$ cat config.mk
export PLATFORM = sky130hd
export DESIGN_NAME = gift_round
export DESIGN_NICKNAME = d
export VERILOG_FILES = /design/src/rtl/core/gift_pkg.sv /design/src/rtl/core/gift_round.sv
export SDC_FILE = /design/constraint.sdc
export NUM_CORES = 1
export LEC_CHECK = 0
export BUFFER_PORTS_ARGS = -buffer_cell sky130_fd_sc_hd__buf_2
export CORE_MARGIN = 5
export CORE_UTILIZATION = 23
export CTS_BUF_LIST = sky130_fd_sc_hd__clkbuf_4 sky130_fd_sc_hd__clkbuf_8 sky130_fd_sc_hd__clkbuf_16
export CTS_CLUSTER_SIZE = 14
export DETAILED_ROUTE_END_ITERATION = 12
export GPL_ROUTABILITY_DRIVEN = 0
export PLACE_DENSITY_LB_ADDON = 0.12
export REMOVE_ABC_BUFFERS = 1
export SLEW_MARGIN = 20
export SYNTH_ARGS = -nofsm -noshare
export SYNTH_HDL_FRONTEND = slang
export SYNTH_SLANG_ARGS = --single-unit
$ cat constraint.sdc
create_clock -name clk -period 4.2 [get_ports clk]
set_input_delay 0 -clock clk [delete_from_list [all_inputs] [get_ports clk]]
set_output_delay 0 -clock clk [all_outputs]
set_load 0.02 [all_outputs]
$ cat src/rtl/core/gift_pkg.sv
// gift_pkg: shared types, constants and round functions for the gift-128 cipher
// no dependencies; used by the round stage, the config block and the top level
package gift_pkg;

  localparam int unsigned ROUNDS_DEFAULT = 40;
  localparam int unsigned ROUNDS_MAX     = 40;

  localparam logic REG_KEY_HIGH = 1'b0;
  localparam logic REG_KEY_LOW  = 1'b1;

  localparam logic [31:0] RC_TOP_BIT = 32'h8000_0000;

  typedef struct packed {
    logic        op;
    logic [31:0] s0;
    logic [31:0] s1;
    logic [31:0] s2;
    logic [31:0] s3;
  } blk_t;

  typedef struct packed {
    logic [31:0] k2;
    logic [31:0] k1;
  } rkey_t;

  function automatic logic [15:0] ror16(input logic [15:0] x, input int unsigned n);
    logic [31:0] d;
    d = {x, x} >> n;
    return d[15:0];
  endfunction

  // key words after r rotations, then the two round key halves
  function automatic rkey_t round_key(input logic [127:0] key, input int unsigned r);
    logic [127:0] kv;
    rkey_t        rk;
    kv = key;
    for (int unsigned i = 0; i < ROUNDS_MAX; i++) begin
      if (i < r) begin
        kv = {ror16(kv[31:16], 2), ror16(kv[15:0], 12), kv[127:32]};
      end
    end
    rk.k2 = kv[95:64];
    rk.k1 = kv[31:0];
    return rk;
  endfunction

  function automatic logic [5:0] round_const(input int unsigned r);
    logic [5:0] c;
    c = 6'd0;
    for (int unsigned i = 0; i < ROUNDS_MAX; i++) begin
      if (i <= r) begin
        c = {c[4:0], c[5] ^ c[4] ^ 1'b1};
      end
    end
    return c;
  endfunction

  function automatic logic [31:0] slice_perm(input logic [31:0] s, input int unsigned p0,
                                             input int unsigned p1, input int unsigned p2,
                                             input int unsigned p3);
    logic [31:0] t;
    t = '0;
    for (int unsigned b = 0; b < 8; b++) begin
      t[b + 8 * p0] = s[4 * b];
      t[b + 8 * p1] = s[4 * b + 1];
      t[b + 8 * p2] = s[4 * b + 2];
      t[b + 8 * p3] = s[4 * b + 3];
    end
    return t;
  endfunction

  function automatic logic [31:0] slice_unperm(input logic [31:0] s, input int unsigned p0,
                                               input int unsigned p1, input int unsigned p2,
                                               input int unsigned p3);
    logic [31:0] t;
    t = '0;
    for (int unsigned b = 0; b < 8; b++) begin
      t[4 * b]     = s[b + 8 * p0];
      t[4 * b + 1] = s[b + 8 * p1];
      t[4 * b + 2] = s[b + 8 * p2];
      t[4 * b + 3] = s[b + 8 * p3];
    end
    return t;
  endfunction

  function automatic blk_t enc_round(input blk_t x, input rkey_t rk, input logic [5:0] rc);
    logic [31:0] s0, s1, s2, s3, t;
    blk_t        y;
    s0 = x.s0;
    s1 = x.s1;
    s2 = x.s2;
    s3 = x.s3;
    s1 = s1 ^ (s0 & s2);
    s0 = s0 ^ (s1 & s3);
    s2 = s2 ^ (s0 | s1);
    s3 = s3 ^ s2;
    s1 = s1 ^ s3;
    s3 = ~s3;
    s2 = s2 ^ (s0 & s1);
    t  = s0;
    s0 = s3;
    s3 = t;
    y.op = x.op;
    y.s0 = slice_perm(s0, 0, 3, 2, 1);
    y.s1 = slice_perm(s1, 1, 0, 3, 2) ^ rk.k1;
    y.s2 = slice_perm(s2, 2, 1, 0, 3) ^ rk.k2;
    y.s3 = slice_perm(s3, 3, 2, 1, 0) ^ RC_TOP_BIT ^ {26'd0, rc};
    return y;
  endfunction

  function automatic blk_t dec_round(input blk_t x, input rkey_t rk, input logic [5:0] rc);
    logic [31:0] s0, s1, s2, s3, t;
    blk_t        y;
    s0 = slice_unperm(x.s0, 0, 3, 2, 1);
    s1 = slice_unperm(x.s1 ^ rk.k1, 1, 0, 3, 2);
    s2 = slice_unperm(x.s2 ^ rk.k2, 2, 1, 0, 3);
    s3 = slice_unperm(x.s3 ^ RC_TOP_BIT ^ {26'd0, rc}, 3, 2, 1, 0);
    t  = s0;
    s0 = s3;
    s3 = t;
    s2 = s2 ^ (s0 & s1);
    s3 = ~s3;
    s1 = s1 ^ s3;
    s3 = s3 ^ s2;
    s2 = s2 ^ (s0 | s1);
    s0 = s0 ^ (s1 & s3);
    s1 = s1 ^ (s0 & s2);
    y.op = x.op;
    y.s0 = s0;
    y.s1 = s1;
    y.s2 = s2;
    y.s3 = s3;
    return y;
  endfunction

endpackage

$ cat src/rtl/core/gift_round.sv
// gift_round: one pipeline stage, one encrypt or decrypt round followed by a register
// depends on gift_pkg for the block type and round functions
module gift_round #(
  parameter int unsigned ROUND_COUNT = gift_pkg::ROUNDS_DEFAULT,
  parameter int unsigned ROUND_IDX   = 0
) (
  input  logic           clk,
  input  logic           rst,
  input  logic [127:0]   key,
  input  logic           up_valid,
  output logic           up_ready,
  input  gift_pkg::blk_t up_blk,
  output logic           dn_valid,
  input  logic           dn_ready,
  output gift_pkg::blk_t dn_blk
);
  import gift_pkg::*;

  localparam int unsigned DEC_IDX = ROUND_COUNT - 1 - ROUND_IDX;
  localparam logic [5:0]  RC_ENC  = round_const(ROUND_IDX);
  localparam logic [5:0]  RC_DEC  = round_const(DEC_IDX);

  rkey_t rk_enc;
  rkey_t rk_dec;
  blk_t  blk_next;

  assign rk_enc   = round_key(key, ROUND_IDX);
  assign rk_dec   = round_key(key, DEC_IDX);
  assign blk_next = up_blk.op ? dec_round(up_blk, rk_dec, RC_DEC)
                              : enc_round(up_blk, rk_enc, RC_ENC);
  assign up_ready = !dn_valid || dn_ready;

  always_ff @(posedge clk) begin
    if (rst) begin
      dn_valid <= 1'b0;
    end else if (up_ready) begin
      dn_valid <= up_valid;
    end
  end

  always_ff @(posedge clk) begin
    if (up_ready && up_valid) begin
      dn_blk <= blk_next;
    end
  end

endmodule

==> Word-level counts from Yosys, hierarchy flattened <==
Cells that the tools add are included.
W data, S select, Z words.
{ "word_totals": {"register_bits": 130, "inputBits": 261, "output_inout_bits": 131, "word_cells": 40} }
{ "op_classes": {"n_mux": 1, "bitwise": 30, "reduce_logical": 3} }
{ "ops": {"columns": ["operator", "count"], "rows": [
  ["$xor A32 B32 Y32", 16],
  ["$and A32 B32 Y32", 6],
  ["$mux W129", 1],
  ["$not A32 Y32", 2],
  ["$or A32 B32 Y32", 2],
  ["$not A1 Y1", 3],
  ["$not A3 Y3", 1],
  ["$logic_and A1 B1 Y1", 1],
  ["$logic_not A1 Y1", 1],
  ["$logic_or A1 B1 Y1", 1]
]} }

==> Depth between registers and ports, before layout <==
{ "depth": {"word_depth": 12, "ltp_mapped": 6, "ltp_nobuf": 4} }

==> Least setup slack after synthesis <==
Ideal clock, no wire load.
{ "synth_timing": {"kind": "register to register", "from": "register dn_valid", "to": "register dn_blk[0] (netlist name) (enable)", "t_arrival_ps": 3622, "path_slack_ps": 75, "path_stages_with_launch": 3, "n_path_buf": 0, "period_less_slack_ps": 4125, "path_cell_list": "dfxtp_1 -> nand2b_1 -> and2_1"} }
{ "synth_between": {"elab_chain_cells": 3} }
{ "synth_lines": {"columns": ["item", "line", "text"], "rows": [
  ["from (decl)", "gift_round.sv:13", "output logic dn_valid,"],
  ["from (signal assigned)", "gift_round.sv:37", "dn_valid <= up_valid;"],
  ["$logic_not A1 Y1", "gift_round.sv:31", "assign up_ready = !dn_valid || dn_ready;"],
  ["$logic_or A1 B1 Y1", "gift_round.sv:31", null],
  ["via up_ready", "gift_round.sv:11", "output logic up_ready,"],
  ["$logic_and A1 B1 Y1", "gift_round.sv:42", "if (up_ready && up_valid) begin"],
  ["to (signal assigned)", "gift_round.sv:43", "dn_blk <= blk_next;"],
  ["to (decl)", "gift_round.sv:15", "output gift_pkg::blk_t dn_blk"]
]} }
The timed path passes the listed nets, and every way through them passes these cells.
A chain may end at the register's enable or synchronous reset.

==> Worst setup path in the final report <==
{ "layout_timing": {"from": "register dn_valid", "to": "register dn_blk[96] (netlist name) (enable)"} }
{ "layout_between": {"elab_chain_cells": 3} }
{ "layout_lines": {"columns": ["item", "line"], "rows": [
  ["$logic_not A1 Y1", "gift_round.sv:31"],
  ["$logic_or A1 B1 Y1", "gift_round.sv:31"],
  ["$logic_and A1 B1 Y1", "gift_round.sv:42"]
]} }
Every way passes these cells.

==> key figures <==
Yosys
  • Async S/R FF share, synth: 0%
  • Syn. warnings: 0
  • Synth Flop Type: edfxtp_1
  • Distinct cell type count after synthesis: 70
  • Cells after Synth: 1638
  • Seq/Total Area, Yosys: 27.63%
  • Number of synthesized flops with an enable pin: 129
  • Mapped Avg Cell Area: 8.604 um2
  • FF+latch count, synth: 130
  • Mapped Area: 14090 um2

Power and ir drop
  • Power per Cell Area: 307.1 nW/um2
  • Leak: 6.693 nW
  • Worst vdd ir: 0.2524 mV

Die
  • Std-Cell Rows: 90
  • Die height: 257.5 um
  • Die W: 257.5 um
  • Core area: 60580 um2
  • Ports: 392
  • Initial Util: 23.26%
  • DIE AREA: 66330 um2

Worst setup path
  • RR Endpoint: dn_blk[96]
  • Maximum fanout along the worst path: 37
  • Worst Setup EP: dn_blk[96]
  • Worst r2r path cells: 3
  • Arr. time, crit path: 2030 ps
  • Required time of the critical path: 4340 ps
  • Startpoint types: flop
  • Crit path launch: dn_valid
  • Buf+Inv Stages, Crit Path: 1
  • Crit-path cells: nand2b_1 > and2_4 > buf_4
  • Slowest stage delay, CP: 540 ps
  • CP max stage cell: and2_4
  • Worst Setup End Kind: flop
  • Setup slack, reg-to-reg: 2310 ps
  • CP top delay family: simple AND/OR/NAND/NOR gates
  • CP Depth: 3
  • WS Path Type: flop to flop
  • Reg-to-Reg Start: dn_valid

CTS
  • H-tree depth: 4
  • Clk_lat worst skew: 490 ps
  • Inserted Clock Buffers: 17
  • Worst-path clk slew: 60 ps
  • # hold bufs at CTS: 35
  • Sink Count: 130
  • Post-CTS Setup Bufs: 0
  • CTS tree: yes
  • CTS root buffer: clkbuf_16
  • Longest Clk Path Bufs: 2
  • PostCTS Resize Cnt: 0

Timing
  • Setup TNS: 0 ps
  • Relative slew slack: 42.76%
  • Fin. max-slew vios: 0
  • Slew @ Worst Pin: 858.7 ps
  • Final Setup Violations: 0
  • Crit share post-route: 44.95%
  • RSZ-0062 raised after global routing: no
  • Worst Skew: 10.49 ps
  • Period minus WS final: 1888 ps
  • Final setup margin: 2312 ps
  • Final Hold Viols: 0
  • Maximum clock rate: 0.5297 GHz

Place
  • Setup WS pre-CTS: 2222 ps
  • Cells after DPL: 2669
  • Port-buffer cells: 391
  • DP Area: 16460 um2
  • Post-DP HPWL: 47.78 mm

Route
  • DR iter-0 viols: 795
  • Vias: 13.14k
  • Remaining antenna violation count: 0
  • Vias per cell: 4.801
  • Pre-Repair DR Iteration Count: 5
  • Drt total wl: 60.71 mm
  • DRC Markers: 0
  • Post-detailed-route wirelength per cell: 22.18 um

Min path
  • HP Class: input port to flop
  • Worst hold start: up_blk[128]

Layout
  • Final instance area: 17320 um2
  • Share of layout cells above drive strength 1: 24.41%
  • Core Util, Final: 28.59%
  • Post-Layout Cell Count: 2737
  • Total Nets Final: 2202
  • Area growth, synth to finish: 22.90%

Global route
  • GR Overflow Total: 0
  • Vias in the first global route: 12.38k
  • Tot GR Track Use: 17.61%
  • Largest net degree at the start of global routing: 68
  • Antenna violations before repair: 5
  • First-pass GRT wire length: 85.86 mm

Outcome
  • Outcome: finished, final reports clean

Run
  • Max cap viols: 0
==> cell type report <==
| cell class | instances | area (um2) |
|---|---|---|
| Inverter | 25 | 96.34 |
| Antenna cell | 1 | 2.502 |
| Fill cell | 6506 | 43260 |
| Sequential cell | 130 | 3894 |
| Tap cell | 782 | 978.4 |
| Timing Repair Buffer | 432 | 2384 |
| Clock inverter | 13 | 71.32 |
| Multi-Input combinational cell | 1335 | 9455 |
| Clock buffer | 19 | 440.4 |
==> cell families (layout without fill, tap and decap cells) <==
group                      after synthesis  count (layout)  synth area share, %
adders and majority gates                1               1              0.07103
and+or+nand+nor                        544             544                19.42
xor gates and xnor gates               346             346                25.19
DFF                                    130             130                27.63
other                                    0               1                    0
muxes                                   42              42                3.063
buffers and inverters                  173             489                5.300
AOI/OAI and AO/OA                      402             402                19.33
==> Yosys cell counts, drive strengths merged (20+ instances only) <==
library cell	number	area, um2
nor2	103	386.6
xnor2	245	2191
buf	83	405.4
mux2i	33	330.3
a211oi	25	187.7
o21ai	81	405.4
a21oi	80	400.4
inv	25	93.84
edfxtp	129	3874
nand2b	45	281.5
a22oi	21	157.7
a21o	23	172.7
nand3	20	100.1
nand2	187	701.9
o211ai	27	202.7
xor2	82	928.4
clkbuf	65	247.7
nor2b	54	337.8
==> worst min-delay path by stage <==
| stage | endpoint | slack [ps] | depth (start not counted) |
|---|---|---|---|
| floorplan | dn_valid | 70 | 1 |
| global placement | dn_valid | 150 | 2 |
| detailed placement | dn_valid | 160 | 2 |
| CTS | dn_blk[70] | 5 | 3 |
| global route | dn_blk[77] | 30 | 2 |
| finish | dn_blk[87] | 40 | 2 |
==> per-layer routing <==
| metal | vias up | track usage (%) | share of wire [%] |
|---|---|---|---|
| met5 | - | 0 | 0.044 |
| met4 | 4 | 3.753 | 1.3 |
| met3 | 39 | 3.664 | 4.4 |
| met2 | 346 | 29.86 | 49 |
| met1 | 6313 | 23.29 | 45 |
| li1 | 6438 | - | - |
==> registers in the layout, indices dropped and copies added (netlist names) <==
signal and cells:
dn_valid 1, dn_blk 129
==> layout by cell type (no fill, tap or decap), types with 12 or more instances in the layout <==
cell,Yosys,layout
buf_2,54,390
xnor2_1,239,239
nand2_1,187,187
edfxtp_1,129,129
nor2_1,103,103
o21ai_0,81,81
a21oi_1,80,80
xor2_1,60,60
nor2b_1,54,54
nand2b_1,45,45
dlygate4sd3_1,0,35
mux2i_1,33,33
o211ai_1,27,27
a211oi_1,25,25
inv_1,25,24
a21o_1,23,23
a22oi_1,21,21
nand3_1,20,20
a31oi_1,18,18
xor2_2,18,18
o22ai_1,18,18
and2_1,18,17
xnor3_1,17,17
clkbuf_16,0,17
nor3_1,16,16
or3_1,14,14
and3_1,14,14
o221ai_1,13,13
and3b_1,13,13
nor4_1,12,12
or4_1,12,12
==> through the flow <==
stage | hold slack, ps | total power [mW]
floorplan | 69.07 | 2.948
global placement | 153.6 | 3.907
detailed placement | 161.4 | 3.916
CTS | 4.753 | 5.433
global route | 31.87 | 5.636
finish | 41.62 | 5.320
==> where the power goes <==
group | switching [mW] | internal, mW
clock | 0.696 | 0.749
combinational | 1.32 | 0.854
sequential | 0.0722 | 1.63
(Power assumes the default switching activity.)
