`src/rtl/core/gift_pkg.sv`:
```
// gift_pkg: shared types, constants and round functions for the gift-128 cipher
// no dependencies; used by the round stage, the config block and the top level
package gift_pkg;

  localparam int unsigned ROUNDS_DEFAULT = 40;
  localparam int unsigned ROUNDS_MAX     = 40;

  localparam logic REG_KEY_HIGH = 1'b0;
  localparam logic REG_KEY_LOW  = 1'b1;

  localparam logic [31:0] RC_TOP_BIT = 32'h8000_0000;

  typedef struct packed {
    logic        op;
    logic [31:0] s0;
    logic [31:0] s1;
    logic [31:0] s2;
    logic [31:0] s3;
  } blk_t;

  typedef struct packed {
    logic [31:0] k2;
    logic [31:0] k1;
  } rkey_t;

  function automatic logic [15:0] ror16(input logic [15:0] x, input int unsigned n);
    logic [31:0] d;
    d = {x, x} >> n;
    return d[15:0];
  endfunction

  // key words after r rotations, then the two round key halves
  function automatic rkey_t round_key(input logic [127:0] key, input int unsigned r);
    logic [127:0] kv;
    rkey_t        rk;
    kv = key;
    for (int unsigned i = 0; i < ROUNDS_MAX; i++) begin
      if (i < r) begin
        kv = {ror16(kv[31:16], 2), ror16(kv[15:0], 12), kv[127:32]};
      end
    end
    rk.k2 = kv[95:64];
    rk.k1 = kv[31:0];
    return rk;
  endfunction

  function automatic logic [5:0] round_const(input int unsigned r);
    logic [5:0] c;
    c = 6'd0;
    for (int unsigned i = 0; i < ROUNDS_MAX; i++) begin
      if (i <= r) begin
        c = {c[4:0], c[5] ^ c[4] ^ 1'b1};
      end
    end
    return c;
  endfunction

  function automatic logic [31:0] slice_perm(input logic [31:0] s, input int unsigned p0,
                                             input int unsigned p1, input int unsigned p2,
                                             input int unsigned p3);
    logic [31:0] t;
    t = '0;
    for (int unsigned b = 0; b < 8; b++) begin
      t[b + 8 * p0] = s[4 * b];
      t[b + 8 * p1] = s[4 * b + 1];
      t[b + 8 * p2] = s[4 * b + 2];
      t[b + 8 * p3] = s[4 * b + 3];
    end
    return t;
  endfunction

  function automatic logic [31:0] slice_unperm(input logic [31:0] s, input int unsigned p0,
                                               input int unsigned p1, input int unsigned p2,
                                               input int unsigned p3);
    logic [31:0] t;
    t = '0;
    for (int unsigned b = 0; b < 8; b++) begin
      t[4 * b]     = s[b + 8 * p0];
      t[4 * b + 1] = s[b + 8 * p1];
      t[4 * b + 2] = s[b + 8 * p2];
      t[4 * b + 3] = s[b + 8 * p3];
    end
    return t;
  endfunction

  function automatic blk_t enc_round(input blk_t x, input rkey_t rk, input logic [5:0] rc);
    logic [31:0] s0, s1, s2, s3, t;
    blk_t        y;
    s0 = x.s0;
    s1 = x.s1;
    s2 = x.s2;
    s3 = x.s3;
    s1 = s1 ^ (s0 & s2);
    s0 = s0 ^ (s1 & s3);
    s2 = s2 ^ (s0 | s1);
    s3 = s3 ^ s2;
    s1 = s1 ^ s3;
    s3 = ~s3;
    s2 = s2 ^ (s0 & s1);
    t  = s0;
    s0 = s3;
    s3 = t;
    y.op = x.op;
    y.s0 = slice_perm(s0, 0, 3, 2, 1);
    y.s1 = slice_perm(s1, 1, 0, 3, 2) ^ rk.k1;
    y.s2 = slice_perm(s2, 2, 1, 0, 3) ^ rk.k2;
    y.s3 = slice_perm(s3, 3, 2, 1, 0) ^ RC_TOP_BIT ^ {26'd0, rc};
    return y;
  endfunction

  function automatic blk_t dec_round(input blk_t x, input rkey_t rk, input logic [5:0] rc);
    logic [31:0] s0, s1, s2, s3, t;
    blk_t        y;
    s0 = slice_unperm(x.s0, 0, 3, 2, 1);
    s1 = slice_unperm(x.s1 ^ rk.k1, 1, 0, 3, 2);
    s2 = slice_unperm(x.s2 ^ rk.k2, 2, 1, 0, 3);
    s3 = slice_unperm(x.s3 ^ RC_TOP_BIT ^ {26'd0, rc}, 3, 2, 1, 0);
    t  = s0;
    s0 = s3;
    s3 = t;
    s2 = s2 ^ (s0 & s1);
    s3 = ~s3;
    s1 = s1 ^ s3;
    s3 = s3 ^ s2;
    s2 = s2 ^ (s0 | s1);
    s0 = s0 ^ (s1 & s3);
    s1 = s1 ^ (s0 & s2);
    y.op = x.op;
    y.s0 = s0;
    y.s1 = s1;
    y.s2 = s2;
    y.s3 = s3;
    return y;
  endfunction

endpackage

```
`src/rtl/core/gift_cfg.sv`:
```
// gift_cfg: apb-style key register file, two 64-bit key registers
// depends on gift_pkg for register index codes
module gift_cfg (
  input  logic        clk,
  input  logic        rst,
  input  logic        psel,
  input  logic        penable,
  input  logic        pwrite,
  input  logic [3:0]  paddr,
  input  logic [63:0] pwdata,
  output logic [63:0] prdata,
  output logic        pready,
  output logic [63:0] key_high,
  output logic [63:0] key_low
);
  import gift_pkg::*;

  logic wr_en;

  assign wr_en  = psel && penable && pwrite;
  assign pready = 1'b1;

  always_ff @(posedge clk) begin
    if (rst) begin
      key_high <= '0;
      key_low  <= '0;
    end else if (wr_en && pready) begin
      unique case (paddr[3])
        REG_KEY_HIGH: key_high <= pwdata;
        REG_KEY_LOW:  key_low  <= pwdata;
      endcase
    end
  end

  always_comb begin
    unique case (paddr[3])
      REG_KEY_HIGH: prdata = key_high;
      REG_KEY_LOW:  prdata = key_low;
    endcase
  end

endmodule

```
`config.mk`:
```
export PLATFORM = sky130hd
export DESIGN_NAME = gift_cfg
export DESIGN_NICKNAME = d
export VERILOG_FILES = /design/src/rtl/core/gift_pkg.sv /design/src/rtl/core/gift_cfg.sv
export SDC_FILE = /design/constraint.sdc
export NUM_CORES = 1
export LEC_CHECK = 0
export BUFFER_PORTS_ARGS = -buffer_cell sky130_fd_sc_hd__buf_2
export CAP_MARGIN = 20
export CORE_ASPECT_RATIO = 2
export CORE_MARGIN = 2
export CORE_UTILIZATION = 50
export CTS_BUF_LIST = sky130_fd_sc_hd__clkbuf_4
export CTS_CLUSTER_DIAMETER = 200
export CTS_CLUSTER_SIZE = 8
export DETAILED_ROUTE_END_ITERATION = 10
export GPL_TIMING_DRIVEN = 0
export PLACE_DENSITY_LB_ADDON = 0.12
export SLEW_MARGIN = 25
export SYNTH_ARGS = -nofsm -noshare
export SYNTH_HDL_FRONTEND = slang
export SYNTH_SLANG_ARGS = --single-unit
```
`constraint.sdc`:
```
create_clock -name clk -period 2.4 [get_ports clk]
set_input_delay 0.12 -clock clk [delete_from_list [all_inputs] [get_ports clk]]
set_output_delay 0.12 -clock clk [all_outputs]
set_load 0.02 [all_outputs]
```
# Yosys cells after proc, flatten, opt, wreduce, memory -nomap -nowiden
# Index checks and enable logic that the tools add are counted.
# word_totals
ff_bits,128
input_bits,73
out_inout_bits,193
word_cells,8
# classes
mux,1
bitwise,1
n_reduce_logical,4
# op_table
operator,n
$pmux 64 s2,1
$reduce_and 2->1,2
$logic_and 1x1->1,2
$not 1->1,1

# Logic depth before layout (Yosys ltp)
# Gate-level depths: netlist (run 1).
# depth
word_depth,3
mapped_depth,5
mapped_depth_nobuf,2

# Least setup slack after synthesis (run 1)
# OpenSTA, ideal clock, no wires.
# synth_path
kind,input port to output port
start,input port paddr[3]
end,output port prdata[10]
arrival_time_ps,907
required_ps,2280
slack_ps,1373
path_stages,3
path_buffers,2
path_cell_list,buf_2 buf_2 mux2_2
# synth_via
elab_chain_len,2
# synth_lines
item,line,source
"start, declared",gift_cfg.sv:9,"input logic [3:0] paddr,"
$not 1->1 (no line),n/a,
$pmux 64 s2 (*),gift_cfg.sv:36,unique case (paddr[3])
"end, declared",gift_cfg.sv:11,"output logic [63:0] prdata,"
# Mark *: on every way between the ends. The rest lies on a longest branch, timed or not.

# Worst setup path in the final report (run 1)
# layout_path
start,input port paddr[3]
end,output port prdata[28]
# The elaborated chain is that of the path after synthesis.

==> flow_summary.json, run 1 <==
{
  "whs_ns": 0.128,
  "dpl_cell_area_um2": 7500,
  "synth.avg_cell_area_um2": 10.7,
  "die_w_um": 81.6,
  "p_int_w": 0.00353,
  "grt_max_degree": 17,
  "area_growth_syn_to_layout_pct": 41.5,
  "synth_ff_type": "dfxtp_1",
  "setup-violations-final": 0,
  "p_sw_w": 0.00118,
  "finalHoldViolCount": 0,
  "cts-root-buf": "clkbuf_4",
  "grt_pass1_vias": 5742,
  "post_cts_buffers": 0,
  "crit_path_max_incr_delay_ns": 0.39,
  "ys_seq_area_share_pct": 42.6,
  "peakVddDrop_mv": 0.514,
  "dp_hpwl_um": 12600,
  "crit_path_start_kind": "primary input",
  "yosysUniqueCellTypes": 13,
  "drv_cap": 0,
  "crit_type": "primary input to primary output",
  "synth-seq-cells": 128,
  "max_slew_margin_pct": 65.3,
  "cts_buffers": 17,
  "dieArea_um2": 13000,
  "slew_viol_final": 0,
  "fin_crit_ns": 1.56,
  "overflow": 0,
  "synth_top_area_share_pct": 42.6,
  "rsz0062_at_grt": "false",
  "synthCells": 560,
  "powerDensity_nw_per_um2": 552,
  "yosysMostFrequentCell": "nand2b_1",
  "drt_iter0_drc": 224,
  "critPathArrivalTime_ns": 1.44,
  "clkLatencyLatePin_ns": 0.53,
  "port_buffers": 260,
  "synth_area_leaders": "dfxtp_1 43%, mux2i_1 21%, nand2b_1 20%",
  "yosys-top-cells-count": "192 x nand2b_1, 128 x dfxtp_1, 128 x mux2i_1",
  "clk_pin_slew_worst_paths_ns": 0.11,
  "viasPerCell": 5.09,
  "total_power_w": 0.00470,
  "drc": 0,
  "synth_edf_count": 0,
  "crit_chain": "buf_2 > buf_2 > buf_2 > mux2_2 > buf_2",
  "synth.cell_area_um2": 6010,
  "antenna_found_initial": 1,
  "cp.required_ns": 2.28,
  "h-tree-depth": 4,
  "drt-total-wl_um": 17500,
  "via_count": 5410,
  "drt_pass1_iterations": 4,
  "fin_area_um2": 8510,
  "p_seq_share_pct": 47.0,
  "routedWlPerCell_um": 16.5,
  "start_util_pct": 51.4,
  "layout-drive-gt1-share_pct": 40.9,
  "core-area_um2": 11700,
  "ys_warn_count": 0,
  "finalWeightedCongestion": 0.790,
  "cts_tree": "yes",
  "grt_pass1_wl_um": 27500,
  "status": "finished clean",
  "synth_area_leader_cell": "dfxtp_1",
  "ant_nets": 0,
  "dp.cells": 965,
  "fin_setup_tns_ns": 0,
  "die_h_um": 159,
  "finClkSkew_ns": 0,
  "async_flop_share_pct": 0,
  "cpMostUsedCell": "buf_2",
  "end_kind": "primary output",
  "max_freq_ghz": 0.642,
  "numClockSinks": 128,
  "p_comb_share_pct": 13.2,
  "worstRegToRegCells": 2,
  "tightest_slew_ns": 0.521,
  "grt_usage_pct": 27.3,
  "synth_nets": 633,
  "worstPathMaxFanout": 10,
  "final_cell_count_no_fill": 1062,
  "p_sw_share_pct": 25.0,
  "nets": 976,
  "clkPwrFrac_pct": 39.8,
  "leakagePower_nw": 4.38,
  "rows": 56,
  "ios": 266,
  "post_cts_resized": 0,
  "hp-class": "primary input to flop",
  "worstHoldPathCells": 3,
  "finalCritPeriodShare_pct": 64.9,
  "cts_buffer_depth": 2,
  "critical-path-slowest-cell": "mux2_2"
}
layout make-up:
class,instances,area [um2]
Clock buffer,18,135
Buffer,43,211
Tap cell,145,181
Multi-Input combinational cell,389,3240
Timing Repair Buffer,324,1940
Clock inverter,14,238
Sequential cell,128,2560
Fill cell,892,3190
Antenna cell,1,2.50
layout by cell type (no fill, tap or decap):
cell type and instances:
buf_2 276, clkbuf_1 22, clkbuf_4 18, buf_4 2
clkinv_1 2, nand4_1 1, mux2_2 64, inv_6 1
and4_1 1, dfxtp_1 128, conb_1 1, dlygate4sd3_1 64
bufinv_16 6, clkinv_4 3, clkinvlp_4 2, nand2b_1 192
diode_2 1, mux2i_1 128, and4b_1 1, buf_6 3
nand4b_1 1
worst paths after layout:
kind,start,endpoint,slack (ns)
max,paddr[3],prdata[28],0.84
min,rst,key_high[59],0.13
max reg2reg,key_high[33],key_high[33],1.69
min reg2reg,key_high[53],key_high[53],0.49
sequential cells by signal, summed over array words and instances (netlist names):
register / count
key_low: 64
key_high: 64
critical path, delay by kind of cell:
| kind | cells | cell delay (ns) |
|---|---|---|
| buf+inv | 4 | 0.92 |
| mux | 1 | 0.39 |
per-layer routing:
layer | part of all wire, % | GRT usage [%] | wire length (um)
met3 | 5.5 | 6.41 | 961
met5 | 0 | 0 | 0
met2 | 55 | 50.4 | 9630
met1 | 36 | 27.2 | 6320
met4 | 3.6 | 13.2 | 636
power groups by stage:
| stage | Clock, W | Combinational, W | Sequential (W) |
|---|---|---|---|
| after floorplan | 0 | 0.000286 | 0.00231 |
| after global placement | 0 | 0.000528 | 0.00225 |
| after detailed placement | 0 | 0.000537 | 0.00226 |
| after CTS | 0.00190 | 0.000620 | 0.00221 |
| after global routing | 0.00199 | 0.000664 | 0.00222 |
| final | 0.00187 | 0.000622 | 0.00221 |
cell families (layout without fill, tap and decap cells):
family | count (synthesis) | in the layout | share of synthesized area, %
muxes | 192 | 192 | 33.3
DFF | 128 | 128 | 42.6
other | 1 | 2 | 0.0623
buffers and inverters | 43 | 399 | 3.52
and+or+nand+nor | 196 | 196 | 20.5
metrics by stage:
| step | util [%] | setup slack [ns] |
|---|---|---|
| 2_1_floorplan | - | 1.37 |
| 3_3_place_gp | 64.1 | 0.901 |
| 3_5_place_dp | 64.1 | 0.874 |
| 4_1_cts | 72.7 | 0.868 |
| 5_1_grt | 72.8 | 0.791 |
| 6_report | 72.8 | 0.842 |
repair_timing:
item / CTS / global route
setup endpoints to repair: 0 / 0
endpoints found under the hold margin: 128 / 0
hold buffers: 64 / 0
Power figures use the tool's default switching activity.
==> run 2, diff against run 1 <==
--- a/config.mk
+++ b/config.mk
@@ -5,11 +5,12 @@
 export SDC_FILE = /design/constraint.sdc
 export NUM_CORES = 1
 export LEC_CHECK = 0
+export ABC_AREA = 1
 export BUFFER_PORTS_ARGS = -buffer_cell sky130_fd_sc_hd__buf_2
 export CAP_MARGIN = 20
 export CORE_ASPECT_RATIO = 2
 export CORE_MARGIN = 2
-export CORE_UTILIZATION = 50
+export CORE_UTILIZATION = 49
 export CTS_BUF_LIST = sky130_fd_sc_hd__clkbuf_4
 export CTS_CLUSTER_DIAMETER = 200
 export CTS_CLUSTER_SIZE = 8
==> constraint.sdc (replaced) <==
create_clock -name clk -period 1.5 [get_ports clk]
set_input_delay 0.075 -clock clk [delete_from_list [all_inputs] [get_ports clk]]
set_output_delay 0.075 -clock clk [all_outputs]
set_load 0.02 [all_outputs]
==> flow_summary.json, run 2 <==
{
  "status": "finished clean",
  "grt_max_degree": 17,
  "die_h_um": 161,
  "synth_fa_ha_area_share_pct": 0,
  "hp-class": "primary input to flop",
  "finalWeightedCongestion": 0.865,
  "synth-seq-cells": 128,
  "yosysUniqueCellTypes": 13,
  "synth.cell_area_um2": 6000,
  "layout-drive-gt1-share_pct": 26.6,
  "endpoint": "prdata[5]",
  "ant_nets": 0,
  "max_freq_ghz": 0.758,
  "ys_warn_count": 0,
  "leakagePower_nw": 4.84,
  "worstPathBufferInverterCount": 1,
  "r2r_setup_slack_ns": 0.84,
  "most-common-layout-cells": "321 x nand2_1, 310 x buf_2, 257 x nor2_1",
  "drt-total-wl_um": 19600,
  "synth-xor-area-share_pct": 0,
  "fin_setup_tns_ns": 0,
  "cp.required_ns": 1.42,
  "routedWlPerCell_um": 13.2,
  "crit_chain": "nand2_1 > nand2_1 > buf_2",
  "nets": 1398,
  "h-tree-depth": 4,
  "postLayoutCoreUtil_pct": 70.3,
  "synth.avg_cell_area_um2": 6.16,
  "dp_hpwl_um": 14000,
  "numClockSinks": 128,
  "critPathArrivalTime_ns": 1.24,
  "worstRegToRegCells": 2,
  "grt_usage_pct": 30.1,
  "synth_ff_type": "dfxtp_1",
  "mostFrequentLayoutCell": "nand2_1",
  "grt_pass1_vias": 6539,
  "synth_nets": 1047,
  "crit_start": "key_high[5]",
  "setup-violations-final": 0,
  "ios": 266,
  "peakVddDrop_mv": 0.651,
  "drt_iter0_drc": 284,
  "start_util_pct": 49.8,
  "slew_viol_final": 0,
  "synthCells": 974,
  "port_buffers": 261,
  "core-area_um2": 12100,
  "critical-path-slowest-cell": "dfxtp_1",
  "r2r-end": "key_low[37]",
  "synth_edf_count": 0,
  "clkLatencyLatePin_ns": 0.53,
  "nFillCells": 1134,
  "cpMostUsedCell": "nand2_1",
  "drt_pass1_iterations": 5,
  "crit_path_start_kind": "flop",
  "rsz0062_at_grt": "false",
  "worstPathMaxFanout": 3,
  "tightest_slew_ns": 0.520,
  "fin_crit_ns": 1.32,
  "drv_cap": 0,
  "dieArea_um2": 13200,
  "cts_buffers": 17,
  "crit_path_max_incr_delay_ns": 0.42,
  "viasPerCell": 4.84,
  "yosys-top-cells-count": "321 x nand2_1, 257 x nor2_1, 128 x dfxtp_1, 128 x nand3_1, 66 x inv_1",
  "finClkSkew_ns": 0,
  "r2r-start": "key_low[37]",
  "synth_top_family_by_area": "simple AND/OR/NAND/NOR gates",
  "async_flop_share_pct": 0,
  "ys_seq_area_share_pct": 42.7,
  "rows": 57,
  "synth_compound_area_share_pct": 0,
  "finalCritPeriodShare_pct": 87.9,
  "top_regs": "key_high: 64 flops, key_low: 64 flops",
  "end_kind": "primary output",
  "synth_top_area_share_pct": 42.7,
  "area_growth_syn_to_layout_pct": 41.1,
  "grt_pass1_wl_um": 31000,
  "cp_top_family": "flip-flops",
  "cts_buffer_depth": 2,
  "synth_area_leader_cell": "dfxtp_1",
  "finalHoldViolCount": 0,
  "powerDensity_nw_per_um2": 855,
  "antenna_found_initial": 1,
  "cp_num_cells": 3,
  "cts-root-buf": "clkbuf_4",
  "synth_area_leaders": "dfxtp_1 43%, nand2_1 20%, nor2_1 16%",
  "crit_type": "flop to primary output",
  "muxShareOfSynthArea_pct": 0,
  "clk_pin_slew_worst_paths_ns": 0.12,
  "overflow": 0,
  "via_count": 7191,
  "die_w_um": 82.3,
  "cts_tree": "yes",
  "max_slew_margin_pct": 65.3,
  "yosysMostFrequentCell": "nand2_1",
  "synthSimpleGateAreaFrac_pct": 47.4,
  "drc": 0
}
run 2: cell types whose count changed after synthesis, sizes merged, moves of 64 or more:
cell,before,now
nor2,0,259
nand2b,192,0
nand3,0,129
mux2,64,0
nand2,0,321
mux2i,128,0
inv,0,67
run 2: worst reg2reg max path, delay by kind of cell (launching register included):
family           cells  cell delay, ns
AND/OR/NAND/NOR      2            0.18
flip-flops           1            0.42
run 2: kinds of logic after synthesis:
family	count (synthesis)
other	1
buffers and inverters	136
and+or+nand+nor	709
DFF	128
run 2: how the worst min path moves through the flow:
stage	start	endpoint	slack, ns	cells past startpoint
global placement	pwdata[4]	key_high[4]	0.40	5
CTS	pwrite	key_low[1]	0.001	5
finish	pwrite	key_high[60]	0.02	5
global route	psel	key_high[60]	0.04	5
detailed placement	pwdata[25]	key_low[25]	0.41	5
floorplan	paddr[3]	key_high[57]	0.28	3
run 2: what timing repair did:
item                                    in CTS  in global routing
gates resized for setup                      0                  8
hold buffers                                69                  1
buffers inserted                             0                  2
endpoints found under the setup margin       0                 25
hold endpoints to repair                   128                  4
run 2: cell type report:
class | instances | area [um2] | area share (%)
flip-flops and latches | 128 | 2560 | 30.3
repair buffers | 332 | 2010 | 23.8
clock inverters | 12 | 120 | 1.42
clock buffers | 19 | 143 | 1.68
multi-input cells | 710 | 2850 | 33.6
plain buffers | 69 | 348 | 4.11
inverters | 67 | 251 | 2.97
diodes | 1 | 2.50 | 0.0295
well taps | 147 | 184 | 2.17
run 2: layer usage:
layer | vias up | share of wire [%] | GRT usage [%]
li1 | 3656 | - | -
met1 | 3243 | 36 | 30.5
met2 | 245 | 54 | 55.5
met3 | 47 | 6.6 | 7.02
met4 | 0 | 2.9 | 13.2
met5 | - | 0 | 0
run 2: report_power, final:
group,total [W],switching [W],internal (W)
clock,0.00227,0.00127,0.000996
combinational,0.00136,0.000835,0.000525
sequential,0.00361,0.0000966,0.00352
run 2: per-stage QoR:
stage                     setup slack [ns]  instance area [um2]  power [W]  hold WS (ns)  cells
after floorplan                      0.625                 6000    0.00445         0.278    974
after global placement               0.119                 7490    0.00488         0.399   1382
after detailed placement            0.0861                 7490    0.00490         0.410   1382
after CTS                           0.0331                 8450    0.00726       0.00116   1482
after global routing                0.0553                 8470    0.00758        0.0445   1485
final                                0.181                 8470    0.00724        0.0151   1485
==> run 3, diff against run 2 <==
--- a/config.mk
+++ b/config.mk
@@ -10,10 +10,9 @@
 export CAP_MARGIN = 20
 export CORE_ASPECT_RATIO = 2
 export CORE_MARGIN = 2
-export CORE_UTILIZATION = 49
+export CORE_UTILIZATION = 44
 export CTS_BUF_LIST = sky130_fd_sc_hd__clkbuf_4
 export CTS_CLUSTER_DIAMETER = 200
-export CTS_CLUSTER_SIZE = 8
 export DETAILED_ROUTE_END_ITERATION = 10
 export GPL_TIMING_DRIVEN = 0
 export PLACE_DENSITY_LB_ADDON = 0.12
==> constraint.sdc (replaced) <==
create_clock -name clk -period 1.1 [get_ports clk]
set_input_delay 0.055 -clock clk [delete_from_list [all_inputs] [get_ports clk]]
set_output_delay 0.055 -clock clk [all_outputs]
set_load 0.02 [all_outputs]
==> flow_summary.json, run 3 (synthesis gave the netlist of run 2 again) <==
{
  "status": "finished with violations",
  "violations": "hold timing, setup timing",
  "viasPerCell": 5.20,
  "multiInputGateArea_um2": 2980,
  "clk_pin_slew_worst_paths_ns": 0.13,
  "cts_tree": "yes",
  "crit_path_max_incr_delay_ns": 0.38,
  "final_cell_count_no_fill": 1571,
  "cts_buffers": 17,
  "nFillCells": 840,
  "drc": 0,
  "cts_buffer_depth": 2,
  "critPathArrivalTime_ns": 1.27,
  "via_count": 8169,
  "r2r-start": "key_high[42]",
  "dp_hpwl_um": 14700,
  "cts-root-buf": "clkbuf_4",
  "crit_chain": "nand2_1 > nand2_1 > buf_6",
  "area_growth_syn_to_layout_pct": 80.6,
  "grt_pass1_wl_um": 34900,
  "drt_iter0_drc": 411,
  "finalWeightedCongestion": 0.837,
  "finalHoldViolCount": 2,
  "powerDensity_nw_per_um2": 977,
  "hp-class": "primary input to flop",
  "ant_nets": 0,
  "rsz0062_at_grt": "true",
  "worstPathBufferInverterCount": 1,
  "fin_ws_ns": -0.222,
  "start_util_pct": 44.9,
  "dieArea_um2": 14700,
  "whs_ns": -0.00427,
  "most-common-layout-cells": "268 x nand2_1, 261 x buf_6, 257 x nor2_1",
  "slew_viol_final": 0,
  "top_regs": "key_high: 64 flops, key_low: 64 flops",
  "cpMostUsedCell": "nand2_1",
  "drt-total-wl_um": 26200,
  "grt_usage_pct": 30.0,
  "max_freq_ghz": 0.756,
  "hold_path.startpoint": "penable",
  "dp.cells": 1390,
  "rows": 60,
  "setup-violations-final": 148,
  "core-area_um2": 13400,
  "ios": 266,
  "nets": 1474,
  "postLayoutCoreUtil_pct": 81.1,
  "tightest_slew_ns": 0.575,
  "seqCellArea_um2": 2760,
  "layout-drive-gt1-share_pct": 43.6,
  "mostFrequentLayoutCell": "nand2_1",
  "numClockSinks": 128,
  "peakVddDrop_mv": 0.858,
  "finalCritPeriodShare_pct": 120,
  "crit_type": "flop to primary output",
  "max_slew_margin_pct": 61.7,
  "finClkSkew_ns": 0,
  "clkLatencyLatePin_ns": 0.53,
  "grt_max_degree": 17,
  "end_kind": "primary output",
  "grt_pass1_vias": 7385,
  "hold_buffers": 67,
  "worstPathMaxFanout": 3,
  "die_w_um": 86.6,
  "leakagePower_nw": 5.51,
  "cp_top_family": "flip-flops",
  "routedWlPerCell_um": 16.7,
  "drv_cap": 0,
  "crit_path_start_kind": "flop",
  "overflow": 0,
  "die_h_um": 169,
  "crit_start": "key_low[29]",
  "port_buffers": 261,
  "h-tree-depth": 4,
  "cp.required_ns": 1.04,
  "critical-path-slowest-cell": "dfxtp_2",
  "antenna_found_initial": 3,
  "drt_pass1_iterations": 5,
  "fin_crit_ns": 1.32
}
[run 3: per-stage QoR]
stage / setup WS (ns) / instance area, um2 / hold WS (ns) / power (W) / TNS [ns]
finish: -0.222 / 10800 / -0.00427 / 0.0106 / -15.01
detailed placement: -0.291 / 7500 / 0.391 / 0.00669 / -29.91
global route: -0.286 / 10800 / -0.0131 / 0.0110 / -23.25
global placement: -0.270 / 7500 / 0.382 / 0.00667 / -25.34
floorplan: 0.265 / 6000 / 0.258 / 0.00607 / 0
CTS: -0.162 / 9820 / -0.0370 / 0.0103 / -9.85
[run 3: area by class of cell]
type                       count  area share, %
antenna                        2         0.0462
buffer                        69           3.23
clock buffer                  17           1.18
clock inverter                15           1.25
inverter                      67           2.32
multi-input combinational    710           27.5
sequential                   128           25.5
tap                          155           1.79
timing repair buffer         408           37.2
[run 3: path summary, 6_finish.rpt]
check,endpoint,slack [ns],depth (start not counted)
setup / recovery,prdata[29],-0.22,3
hold / removal,key_high[58],-0.004,5
setup reg to reg,key_high[42],0.27,4
hold reg to reg,key_low[5],0.51,2
[run 3: metal layers]
metal	up-vias	part of all wire (%)	track usage, %	routed length, um
met4	2	6.2	15.1	1630
met2	452	54	57.2	14100
li1	3809	-	-	-
met1	3772	33	29.2	8610
met3	134	6.9	6.47	1820
met5	-	0.061	0	16
[run 3: power by group]
group | switching, W | total (W) | internal, W
logic | 0.00133 | 0.00251 | 0.00117
clock network | 0.00197 | 0.00310 | 0.00114
registers | 0.000178 | 0.00498 | 0.00480
total | 0.00348 | 0.0106 | 0.00711
[run 3: timing repair]
action                     4_1_cts  5_1_grt
gates resized for setup        514      140
hold endpoints to repair       128        2
pin swaps                       11       36
setup buffers                    4       76
setup endpoints to repair      192      199
[run 3: tightest hold or removal path: cells and delay by family]
family                 cells  cell delay, ns
and+or+nand+nor            4            0.36
buffers and inverters      1            0.11
